File: src/hw/rtl/sss_pkg.sv
package sss_pkg;

    localparam int STEPS      = 32;
    localparam int MAX_STRIDE = 8;

    localparam int POS_W = $clog2(STEPS);
    localparam int LEN_W = POS_W + 1;
    localparam int STR_W = $clog2(MAX_STRIDE + 1);
    localparam int MAG_W = $clog2(STEPS + MAX_STRIDE);
    localparam int CNT_W = $clog2(MAG_W);

    localparam int FUNC_W     = 2;
    localparam int MODE_W     = 2;
    localparam int VOLT_W     = 15;
    localparam int SUM_W      = VOLT_W + 2;
    localparam int LKNOB_W    = 14;
    localparam int SKNOB_W    = 12;
    localparam int CFG_IDX_W  = 3;
    localparam int CFG_DATA_W = 15;

    localparam int IN_TDATA_W  = 72;
    localparam int OUT_TDATA_W = 24;

    // fixed point for length and stride: one step is FULL_SCALE fine units
    localparam int FULL_SCALE  = 10240;
    localparam int SUB_STEP    = 256;
    localparam int KNOB_GAIN   = FULL_SCALE / SUB_STEP;
    localparam int FINE_W      = 22;
    localparam int FINE_LO     = FULL_SCALE;
    localparam int LEN_FINE_HI = STEPS * FULL_SCALE;
    localparam int STR_FINE_HI = MAX_STRIDE * FULL_SCALE;
    localparam int FINE_HALF   = FULL_SCALE / 2;
    localparam int RND_SHIFT   = 10;
    localparam int Z_W         = 10;
    localparam int DIV10_MUL   = 205;
    localparam int DIV10_W     = 8;
    localparam int DIV10_SHIFT = 11;
    localparam int PROD_W      = Z_W + DIV10_W;

    localparam logic [FUNC_W-1:0] FUNC_RISE  = 2'd0;
    localparam logic [FUNC_W-1:0] FUNC_FALL  = 2'd1;
    localparam logic [FUNC_W-1:0] FUNC_RESET = 2'd2;
    localparam logic [FUNC_W-1:0] FUNC_LOAD  = 2'd3;

    localparam logic [MODE_W-1:0] MODE_FWD  = 2'd0;
    localparam logic [MODE_W-1:0] MODE_RAND = 2'd1;
    localparam logic [MODE_W-1:0] MODE_BWD  = 2'd2;

    localparam logic [CFG_IDX_W-1:0] REG_DIR_MODE  = 3'd0;
    localparam logic [CFG_IDX_W-1:0] REG_LEN_KNOB  = 3'd1;
    localparam logic [CFG_IDX_W-1:0] REG_STR_KNOB  = 3'd2;
    localparam logic [CFG_IDX_W-1:0] REG_TRANSPOSE = 3'd3;
    localparam logic [CFG_IDX_W-1:0] REG_OUT_LOW   = 3'd4;
    localparam logic [CFG_IDX_W-1:0] REG_OUT_HIGH  = 3'd5;

    typedef struct packed {
        logic             start;
        logic             neg;
        logic [MAG_W-1:0] mag;
        logic [LEN_W-1:0] modulus;
    } t_wrap_req;

    typedef struct packed {
        logic             done;
        logic [POS_W-1:0] pos;
    } t_wrap_rsp;

endpackage

File: src/hw/rtl/sss_wrap.sv
module sss_wrap (
    input  logic               i_clk,
    input  logic               i_rst_n,
    input  sss_pkg::t_wrap_req i_req,
    output sss_pkg::t_wrap_rsp o_rsp
);
    import sss_pkg::*;

    logic             r_busy;
    logic             r_done;
    logic [CNT_W-1:0] r_cnt;
    logic [POS_W-1:0] r_rem;
    logic [MAG_W-1:0] r_mag;
    logic [LEN_W-1:0] r_mod;
    logic             r_neg;

    logic [LEN_W-1:0] shifted;
    logic [POS_W-1:0] n_rem;

    // one quotient bit per cycle, restoring
    always_comb begin
        shifted = {r_rem, r_mag[MAG_W-1]};
        if (shifted >= r_mod) begin
            n_rem = POS_W'(shifted - r_mod);
        end else begin
            n_rem = POS_W'(shifted);
        end
    end

    always_ff @(posedge i_clk) begin
        if (!i_rst_n) begin
            r_busy <= 1'b0;
            r_done <= 1'b0;
            r_cnt  <= '0;
        end else begin
            r_done <= 1'b0;
            if (i_req.start) begin
                r_busy <= 1'b1;
                r_cnt  <= '0;
            end else if (r_busy) begin
                r_cnt <= r_cnt + 1'b1;
                if (r_cnt == CNT_W'(MAG_W - 1)) begin
                    r_busy <= 1'b0;
                    r_done <= 1'b1;
                end
            end
        end
    end

    always_ff @(posedge i_clk) begin
        if (i_req.start) begin
            r_rem <= '0;
            r_mag <= i_req.mag;
            r_mod <= i_req.modulus;
            r_neg <= i_req.neg;
        end else if (r_busy) begin
            r_rem <= n_rem;
            r_mag <= {r_mag[MAG_W-2:0], 1'b0};
        end
    end

    // negative positions wrap up from the top
    always_comb begin
        o_rsp.done = r_done;
        if (r_neg && (r_rem != '0)) begin
            o_rsp.pos = POS_W'(r_mod - LEN_W'(r_rem));
        end else begin
            o_rsp.pos = r_rem;
        end
    end

    a_pos_in_range: assert property (@(posedge i_clk) disable iff (!i_rst_n)
        r_done |-> (LEN_W'(o_rsp.pos) < r_mod))
        else $error("wrapped position not below length");

    a_start_idle: assert property (@(posedge i_clk) disable iff (!i_rst_n)
        i_req.start |-> !r_busy)
        else $error("wrap started while busy");

    a_done_after_last: assert property (@(posedge i_clk) disable iff (!i_rst_n)
        (r_busy && !i_req.start && (r_cnt == CNT_W'(MAG_W - 1))) |=> r_done)
        else $error("wrap done missing");

endmodule

File: src/hw/rtl/stride_step_sequencer_core.sv
// Step sequencer with a 32-entry step voltage table. Each input transaction
// (tuser selects clock rise, clock fall, position reset or step load) yields
// exactly one output transaction with the held voltage, gate and position.
// Fall, reset and load go from acceptance straight to the output state, which
// loads the output register. A rise passes through knob/cv scaling, the stride
// move, a bit-serial modulo that wraps the position into the sequence length,
// a registered read of the step table memory, the transpose and clamp, and the
// output register load. The input is ready again once the result sits in the
// output register; that load waits while a previous result still holds it.
// One transaction is worked at a time; the output register lets the next input
// be accepted while a result waits. Configuration writes are taken every cycle
// and must only be issued while the block is idle.
module stride_step_sequencer_core (
    input  logic                             i_clk,
    input  logic                             i_rst_n,
    input  logic                             s_axis_tvalid,
    output logic                             s_axis_tready,
    // step_index, step_value, length_cv, length_cv_on, stride_cv, stride_cv_on,
    // transpose_cv, transpose_cv_on, random_bit, zero pad
    input  logic [sss_pkg::IN_TDATA_W-1:0]   s_axis_tdata,
    // func
    input  logic [sss_pkg::FUNC_W-1:0]       s_axis_tuser,
    output logic                             m_axis_tvalid,
    input  logic                             m_axis_tready,
    // cv_out, gate_out, position, zero pad
    output logic [sss_pkg::OUT_TDATA_W-1:0]  m_axis_tdata,
    input  logic                             i_cfg_valid,
    output logic                             o_cfg_ready,
    input  logic [sss_pkg::CFG_IDX_W-1:0]    i_cfg_index,
    input  logic [sss_pkg::CFG_DATA_W-1:0]   i_cfg_data
);
    import sss_pkg::*;

    localparam logic [2:0] S_IDLE = 3'd0;
    localparam logic [2:0] S_KNOB = 3'd1;
    localparam logic [2:0] S_MOVE = 3'd2;
    localparam logic [2:0] S_WAIT = 3'd3;
    localparam logic [2:0] S_SUM  = 3'd4;
    localparam logic [2:0] S_OUT  = 3'd5;

    function automatic logic [Z_W-1:0] knob_fine(
        input logic [LKNOB_W-1:0]       knob,
        input logic signed [VOLT_W-1:0] cv,
        input logic                     cv_on,
        input logic signed [FINE_W-1:0] gain,
        input logic signed [FINE_W-1:0] hi
    );
        logic signed [FINE_W-1:0] y;
        y = $signed(FINE_W'(knob)) * FINE_W'(KNOB_GAIN);
        if (cv_on) begin
            y = y + FINE_W'(cv) * gain;
        end
        if (y < FINE_W'(FINE_LO)) begin
            y = FINE_W'(FINE_LO);
        end
        if (y > hi) begin
            y = hi;
        end
        return Z_W'((y + FINE_W'(FINE_HALF)) >>> RND_SHIFT);
    endfunction

    logic [2:0] r_state;
    logic [2:0] n_state;

    // configuration
    logic [MODE_W-1:0]        r_dir_mode;
    logic [LKNOB_W-1:0]       r_len_knob;
    logic [SKNOB_W-1:0]       r_str_knob;
    logic signed [VOLT_W-1:0] r_tr_knob;
    logic signed [VOLT_W-1:0] r_out_low;
    logic signed [VOLT_W-1:0] r_out_high;

    // sequencer state
    logic [POS_W-1:0]         r_pos;
    logic signed [VOLT_W-1:0] r_cv;
    logic                     r_gate;

    // latched input fields
    logic signed [VOLT_W-1:0] r_len_cv;
    logic                     r_len_cv_on;
    logic signed [VOLT_W-1:0] r_str_cv;
    logic                     r_str_cv_on;
    logic signed [VOLT_W-1:0] r_tr_cv;
    logic                     r_tr_cv_on;
    logic                     r_rand;

    logic [Z_W-1:0] r_len_z;
    logic [Z_W-1:0] r_str_z;

    // step table
    logic signed [VOLT_W-1:0] r_table [STEPS];
    logic [STEPS-1:0]         r_tab_vld;
    logic signed [VOLT_W-1:0] r_rd_data;
    logic                     r_rd_vld;

    logic                     r_out_valid;
    logic signed [VOLT_W-1:0] r_out_cv;
    logic                     r_out_gate;
    logic [POS_W-1:0]         r_out_pos;

    logic                     in_xact;
    logic [FUNC_W-1:0]        in_func;
    logic [POS_W-1:0]         in_index;
    logic signed [VOLT_W-1:0] in_value;

    logic [PROD_W-1:0]        len_prod;
    logic [PROD_W-1:0]        str_prod;
    logic [LEN_W-1:0]         seq_len;
    logic [STR_W-1:0]         stride;
    logic signed [MAG_W:0]    moved;

    logic signed [SUM_W-1:0]  volt_sum;
    logic signed [VOLT_W-1:0] volt_clamped;

    t_wrap_req wrap_req;
    t_wrap_rsp wrap_rsp;

    assign s_axis_tready = (r_state == S_IDLE);
    assign o_cfg_ready   = 1'b1;
    assign in_xact       = s_axis_tvalid && s_axis_tready;
    assign in_func       = s_axis_tuser;
    assign in_index      = s_axis_tdata[POS_W-1:0];
    assign in_value      = $signed(s_axis_tdata[19:5]);

    assign m_axis_tvalid = r_out_valid;
    assign m_axis_tdata  = {3'd0, r_out_pos, r_out_gate, r_out_cv};

    always_ff @(posedge i_clk) begin
        if (!i_rst_n) begin
            r_dir_mode <= MODE_FWD;
            r_len_knob <= LKNOB_W'(8192);
            r_str_knob <= SKNOB_W'(256);
            r_tr_knob  <= '0;
            r_out_low  <= -VOLT_W'(FULL_SCALE);
            r_out_high <= VOLT_W'(FULL_SCALE);
        end else if (i_cfg_valid) begin
            case (i_cfg_index)
                REG_DIR_MODE:  r_dir_mode <= i_cfg_data[MODE_W-1:0];
                REG_LEN_KNOB:  r_len_knob <= i_cfg_data[LKNOB_W-1:0];
                REG_STR_KNOB:  r_str_knob <= i_cfg_data[SKNOB_W-1:0];
                REG_TRANSPOSE: r_tr_knob  <= $signed(i_cfg_data);
                REG_OUT_LOW:   r_out_low  <= $signed(i_cfg_data);
                REG_OUT_HIGH:  r_out_high <= $signed(i_cfg_data);
                default: ;
            endcase
        end
    end

    // length and stride from fine units: divide by 1024, then by 10
    always_comb begin
        len_prod = PROD_W'(r_len_z) * PROD_W'(DIV10_MUL);
        str_prod = PROD_W'(r_str_z) * PROD_W'(DIV10_MUL);
        seq_len  = LEN_W'(len_prod >> DIV10_SHIFT);
        stride   = STR_W'(str_prod >> DIV10_SHIFT);
    end

    always_comb begin
        case (r_dir_mode)
            MODE_FWD:  moved = $signed((MAG_W+1)'(r_pos)) + $signed((MAG_W+1)'(stride));
            MODE_BWD:  moved = $signed((MAG_W+1)'(r_pos)) - $signed((MAG_W+1)'(stride));
            MODE_RAND: begin
                if (r_rand) begin
                    moved = $signed((MAG_W+1)'(r_pos)) + $signed((MAG_W+1)'(stride));
                end else begin
                    moved = $signed((MAG_W+1)'(r_pos)) - $signed((MAG_W+1)'(stride));
                end
            end
            default:   moved = $signed((MAG_W+1)'(r_pos));
        endcase
        wrap_req.start   = (r_state == S_MOVE);
        wrap_req.neg     = moved[MAG_W];
        wrap_req.mag     = moved[MAG_W] ? MAG_W'(-moved) : MAG_W'(moved);
        wrap_req.modulus = seq_len;
    end

    sss_wrap u_wrap (
        .i_clk   (i_clk),
        .i_rst_n (i_rst_n),
        .i_req   (wrap_req),
        .o_rsp   (wrap_rsp)
    );

    // transpose and clamp, high bound first
    always_comb begin
        volt_sum = SUM_W'(r_tr_knob);
        if (r_tr_cv_on) begin
            volt_sum = volt_sum + SUM_W'(r_tr_cv);
        end
        if (r_rd_vld) begin
            volt_sum = volt_sum + SUM_W'(r_rd_data);
        end
        if (volt_sum > SUM_W'(r_out_high)) begin
            volt_sum = SUM_W'(r_out_high);
        end
        if (volt_sum < SUM_W'(r_out_low)) begin
            volt_sum = SUM_W'(r_out_low);
        end
        volt_clamped = VOLT_W'(volt_sum);
    end

    always_comb begin
        n_state = r_state;
        case (r_state)
            S_IDLE: begin
                if (in_xact) begin
                    n_state = (in_func == FUNC_RISE) ? S_KNOB : S_OUT;
                end
            end
            S_KNOB: n_state = S_MOVE;
            S_MOVE: n_state = S_WAIT;
            S_WAIT: begin
                if (wrap_rsp.done) begin
                    n_state = S_SUM;
                end
            end
            S_SUM:  n_state = S_OUT;
            S_OUT: begin
                if (!r_out_valid || m_axis_tready) begin
                    n_state = S_IDLE;
                end
            end
            default: n_state = S_IDLE;
        endcase
    end

    always_ff @(posedge i_clk) begin
        if (!i_rst_n) begin
            r_state     <= S_IDLE;
            r_pos       <= '0;
            r_cv        <= '0;
            r_gate      <= 1'b0;
            r_tab_vld   <= '0;
            r_out_valid <= 1'b0;
        end else begin
            r_state <= n_state;
            if ((r_state == S_OUT) && (!r_out_valid || m_axis_tready)) begin
                r_out_valid <= 1'b1;
            end else if (m_axis_tready) begin
                r_out_valid <= 1'b0;
            end
            case (r_state)
                S_IDLE: begin
                    if (in_xact) begin
                        case (in_func)
                            FUNC_FALL:  r_gate <= 1'b0;
                            FUNC_RESET: r_pos  <= '0;
                            FUNC_LOAD:  r_tab_vld[in_index] <= 1'b1;
                            default: ;
                        endcase
                    end
                end
                S_WAIT: begin
                    if (wrap_rsp.done) begin
                        r_pos <= wrap_rsp.pos;
                    end
                end
                S_SUM: begin
                    r_cv   <= volt_clamped;
                    r_gate <= 1'b1;
                end
                default: ;
            endcase
        end
    end

    always_ff @(posedge i_clk) begin
        if (in_xact) begin
            r_len_cv    <= $signed(s_axis_tdata[34:20]);
            r_len_cv_on <= s_axis_tdata[35];
            r_str_cv    <= $signed(s_axis_tdata[50:36]);
            r_str_cv_on <= s_axis_tdata[51];
            r_tr_cv     <= $signed(s_axis_tdata[66:52]);
            r_tr_cv_on  <= s_axis_tdata[67];
            r_rand      <= s_axis_tdata[68];
        end
        if (r_state == S_KNOB) begin
            r_len_z <= knob_fine(r_len_knob, r_len_cv, r_len_cv_on,
                                 FINE_W'(STEPS), FINE_W'(LEN_FINE_HI));
            r_str_z <= knob_fine(LKNOB_W'(r_str_knob), r_str_cv, r_str_cv_on,
                                 FINE_W'(MAX_STRIDE), FINE_W'(STR_FINE_HI));
        end
        if ((r_state == S_OUT) && (!r_out_valid || m_axis_tready)) begin
            r_out_cv   <= r_cv;
            r_out_gate <= r_gate;
            r_out_pos  <= r_pos;
        end
    end

    // step table memory
    always_ff @(posedge i_clk) begin
        if (in_xact && (in_func == FUNC_LOAD)) begin
            r_table[in_index] <= in_value;
        end
        r_rd_data <= r_table[wrap_rsp.pos];
        r_rd_vld  <= r_tab_vld[wrap_rsp.pos];
    end

    a_load_marks_valid: assert property (@(posedge i_clk) disable iff (!i_rst_n)
        (in_xact && (in_func == FUNC_LOAD)) |=> r_tab_vld[$past(in_index)])
        else $error("loaded step not marked valid");

    a_rsp_when_waiting: assert property (@(posedge i_clk) disable iff (!i_rst_n)
        wrap_rsp.done |-> (r_state == S_WAIT))
        else $error("wrap response outside wait");

    a_no_overwrite: assert property (@(posedge i_clk) disable iff (!i_rst_n)
        ((r_state == S_OUT) && r_out_valid && !m_axis_tready) |=> (r_state == S_OUT))
        else $error("result left before output register freed");

    a_rise_starts_knob: assert property (@(posedge i_clk) disable iff (!i_rst_n)
        (in_xact && (in_func == FUNC_RISE)) |=> (r_state == S_KNOB))
        else $error("rise did not start the step");

    a_pos_in_table: assert property (@(posedge i_clk) disable iff (!i_rst_n)
        (r_state == S_SUM) |-> (LEN_W'(r_pos) < seq_len))
        else $error("position outside sequence length");

endmodule
File: config.mk
export PLATFORM = sky130hd
export DESIGN_NAME = stride_step_sequencer_core
export DESIGN_NICKNAME = d
export VERILOG_FILES = /design/src/hw/rtl/sss_pkg.sv /design/src/hw/rtl/sss_wrap.sv /design/src/hw/rtl/stride_step_sequencer_core.sv
export SDC_FILE = /design/constraint.sdc
export NUM_CORES = 1
export LEC_CHECK = 0
export ABC_AREA = 0
export BUFFER_PORTS_ARGS = -buffer_cell sky130_fd_sc_hd__buf_4
export CAP_MARGIN = 30
export CORE_MARGIN = 2
export CORE_UTILIZATION = 40
export CTS_BUF_LIST = sky130_fd_sc_hd__clkbuf_4
export DETAILED_ROUTE_END_ITERATION = 7
export PLACE_DENSITY_LB_ADDON = 0.12
export SETUP_SLACK_MARGIN = 0.15
export SYNTH_ARGS = -nofsm -noshare
export SYNTH_HDL_FRONTEND = slang
export SYNTH_SLANG_ARGS = --single-unit
File: constraint.sdc
create_clock -name i_clk -period 11.4 [get_ports i_clk]
set_input_delay 0.57 -clock i_clk [delete_from_list [all_inputs] [get_ports i_clk]]
set_output_delay 0.57 -clock i_clk [all_outputs]
set_load 0.02 [all_outputs]
==> results.sh <==
export IMPL_outcome="completed"
export IMPL_period_share_pct=84.52
export IMPL_initial_core_util_pct=40.25
export IMPL_number_of_maximum_capacitance_violations=0
export IMPL_root_buffer="clkbuf_4"
export IMPL_die_area_sq_um=97950
export IMPL_setup_slack_ns=1.765
export IMPL_postCtsHoldBufs=94
export IMPL_most_flop_heavy_register="r_table"
export IMPL_remaining_number_of_nets_flagged_by_the_antenna_check_after_routing=0
export IMPL_final_critical_delay_including_setup_and_external_delays_ns=9.635
export IMPL_worst_hold_path_type="input port to flip-flop"
export IMPL_global_route_wire_length_before_repair_microns=157200
export IMPL_floorplan_die_height_microns=313.0
export IMPL_use_met3_pct=3.540
export IMPL_drt_pass1_iter_count=6
export IMPL_vdd_ir_drop_worst_v=0.0002370
export IMPL_critical_path_required_ns=12.37
export IMPL_cts_sink_count=739
export IMPL_track_usage_pct=20.83
export IMPL_clock_pin_slew_on_the_worst_setup_and_hold_paths_ns=0.06
export IMPL_worst_setup_path_end_kind="flip-flop"
export IMPL_ctsLongestPathBuffers=3
export IMPL_count_of_state_elements_after_synthesis=739
export IMPL_hold_violations=0
export IMPL_cts_max_level=4
export IMPL_slowest_delay_ns=0.63
export IMPL_start_kind="flip-flop"
export IMPL_detail_route_drc_violations=0
export IMPL_grt_antenna_before_repair=3
export IMPL_synthArstFlopShare_pct=0
export IMPL_top_fanout_value_on_the_critical_path=21
export IMPL_io_buffer_count=116
export IMPL_detail_route_wl_per_cell_microns=19.37
export IMPL_number_of_global_route_vias_before_repair=26790
export IMPL_dpl_hpwl_microns=65150
export IMPL_grt_start_max_net_pins=110
export IMPL_top_usage_layer="met2"
export IMPL_setup_skew_ns=0.06420
export IMPL_floorplan_io_pins=124
export IMPL_initialDrtViolationCount=1736
export IMPL_setup_viol_count_final=0
export IMPL_placement_setup_worst_slack_ns=1.828
export IMPL_rows=113
export IMPL_power_density_nw_per_um2=268.3
export IMPL_post_cts_resized_instances=0
export IMPL_synth_area_leader_cell="edfxtp_1"
export IMPL_synthesis_instances=3534
export IMPL_synth_seq_area_share_pct=54.03
export IMPL_critical_path_slowest_cell="nand2_1"
export IMPL_clock_tree_from_tritoncts="done"
export IMPL_timing_fmax_ghz=0.1038
export IMPL_num_vias=27500
export IMPL_total_leakage_power_uw=0.01729
export IMPL_nets=4224
export IMPL_worst_endpoint_arrival_ns=10.61
export IMPL_grt_use_met1_pct=28.21
export IMPL_final_max_slew_viol_count=0
export IMPL_synth_yosys_warnings=0
export IMPL_worst_slew_margin_rel_pct=33.21
export IMPL_synth_top_cells_by_area="edfxtp_1, ha_1, dfxtp_1"
export IMPL_synthesis_area_per_instance_sq_um=10.81
export IMPL_timing_worst_slew_pin_value_ns=1.002
export IMPL_synth_enable_flop_cells=583
export IMPL_wirelength_microns=102200
export IMPL_largest_register_ffs=480
export IMPL_biggestRegsByFlops="r_table (480), r_tab_vld (32)"
export IMPL_floorplan_die_width_microns=313.0
export IMPL_layout_drive_gt1_share_pct=15.03
export IMPL_ys_types=86
export IMPL_finish_cell_count_without_fillers=5276
export IMPL_groute_layer_met2_usage_pct=33.95
export IMPL_worstSkewPairLatency_ns=1.09
export IMPL_criticalPathCategory="flip-flop to flip-flop"
export IMPL_grt_overflow_total=0
export IMPL_syn_area_sq_um=38190
export IMPL_synth_top_cell_area_share_pct=45.85
export IMPL_gp_congestion=0.8189
export IMPL_synthToLayoutAreaGrowth_pct=15.47
export IMPL_post_place_cells=4800
export IMPL_vias_per_cell=5.212
export IMPL_cts_made_buffers=201
export IMPL_ys_dominant_reg_cell="edfxtp_1"
export IMPL_core_area_sq_um=94870
export IMPL_postCtsSetupRepairBufs=0
export IMPL_setup_tns_ns=0
export IMPL_grt_setup_unrepaired="no"
placed cells by master, fill, tap and decap left out, types with 13 or more instances in the layout:
master | Yosys | routed
a311oi_1 | 98 | 98
mux2i_1 | 29 | 28
xnor2_1 | 50 | 49
or3_1 | 15 | 15
inv_1 | 185 | 185
buf_4 | 17 | 169
dlygate4sd3_1 | 0 | 94
a31oi_1 | 37 | 37
xor2_1 | 45 | 45
nand2b_1 | 26 | 26
o211ai_1 | 19 | 19
a21boi_0 | 71 | 71
nor2b_1 | 28 | 26
mux2_2 | 33 | 32
ha_1 | 251 | 251
dfxtp_1 | 156 | 156
a21o_1 | 47 | 47
a211oi_1 | 36 | 36
and3_1 | 72 | 72
nand2_1 | 748 | 748
o21ai_0 | 92 | 91
a21oi_1 | 127 | 126
o21a_1 | 53 | 52
nand3_1 | 168 | 168
clkbuf_4 | 0 | 328
nor2_1 | 140 | 125
nor2_2 | 0 | 13
edfxtp_1 | 583 | 583
nor3_1 | 33 | 32
clkinv_1 | 0 | 30
fa_1 | 44 | 44
path summary, 6_finish.rpt:
kind / slack, ns / endpoint / startpoint / cells past startpoint
hold / removal: 0.14 / r_dir_mode[1] / i_cfg_index[2] / 5
setup reg to reg: 1.76 / r_cv[11] / r_tr_knob[0] / 38
setup / recovery: 1.76 / r_cv[11] / r_tr_knob[0] / 38
hold reg to reg: 0.41 / r_out_gate / r_gate / 0
metal layers:
layer | part of all wire (%) | vias up
met5 | 0.013 | -
met4 | 2.1 | 2
met1 | 46 | 13200
met3 | 4.8 | 162
li1 | - | 13530
met2 | 47 | 608
synth_stat cells (5+ instances only):
master     number
nor2_1        140
a311oi_1       98
a21boi_0       71
a31oi_1        37
and3_1         72
a211o_1         6
fa_1           44
inv_1         185
nand3b_1       10
a211oi_1       36
nand2b_1       26
dfxtp_1       156
nor4_1         10
a21oi_1       127
ha_1          251
a21o_1         47
o22ai_1         5
nand2_1       748
buf_1           5
nor2b_1        28
o31ai_1         7
edfxtp_1      583
and2_1          8
mux2i_1        29
o21a_1         53
buf_2          52
buf_4          17
o21bai_1        7
o211ai_1       19
nor3_1         33
nor4b_1         6
clkbuf_1       97
nand3_1       168
o21ai_0        92
xor2_1         45
nand4_1         9
mux2_2         33
xnor2_1        50
or3_1          15
o2111ai_1       7
a2111oi_0       9
or2_2           8
power breakdown:
part | switching [uW] | total (uW) | internal [uW]
clock network | 1150 | 2450 | 1300
logic | 3920 | 6150 | 2220
registers | 133 | 3230 | 3100
total | 5200 | 11800 | 6630
layout make-up:
cell class | count | area [sq um]
Antenna cell | 6 | 15.01
Clock buffer | 328 | 2462
Clock inverter | 48 | 244.0
Fill cell | 8891 | 50780
Inverter | 187 | 701.9
Multi-Input combinational cell | 2438 | 16210
Sequential cell | 739 | 20630
Tap cell | 1265 | 1583
Timing Repair Buffer | 265 | 2245
through the flow:
stage	utilization (%)	hold slack [ns]	power [uW]	instance area [sq um]
finish	46.48	0.1399	11830	44090
detailed placement	42.61	0.4083	9475	40430
global route	46.47	0.04920	12830	44090
CTS	46.46	0.01120	12030	44080
global placement	42.60	0.4087	9449	40410
floorplan	-	0.4019	7664	38190
critical path, delay by kind of cell (launching register included):
family,cells,cell delay [ns]
DFF,1,0.35
xor gates and xnor gates,3,0.51
buffers and inverters,2,0.39
and+or+nand+nor,11,2.40
adders and majority gates,5,1.58
AOI/OAI and AO/OA,14,3.61
muxes,3,0.68
logic make-up (layout without fill, tap and decap cells):
group	after synthesis	in the layout	synth area share, %
fa+ha+maj	295	295	10.53
simple gates	1305	1305	15.12
mux	62	62	1.733
xor+xnor	96	96	2.222
buf+inv	359	828	3.886
other cells	2	10	0.01967
flops	739	739	54.03
compound gates	676	676	12.47
(Power assumes the default switching activity.)
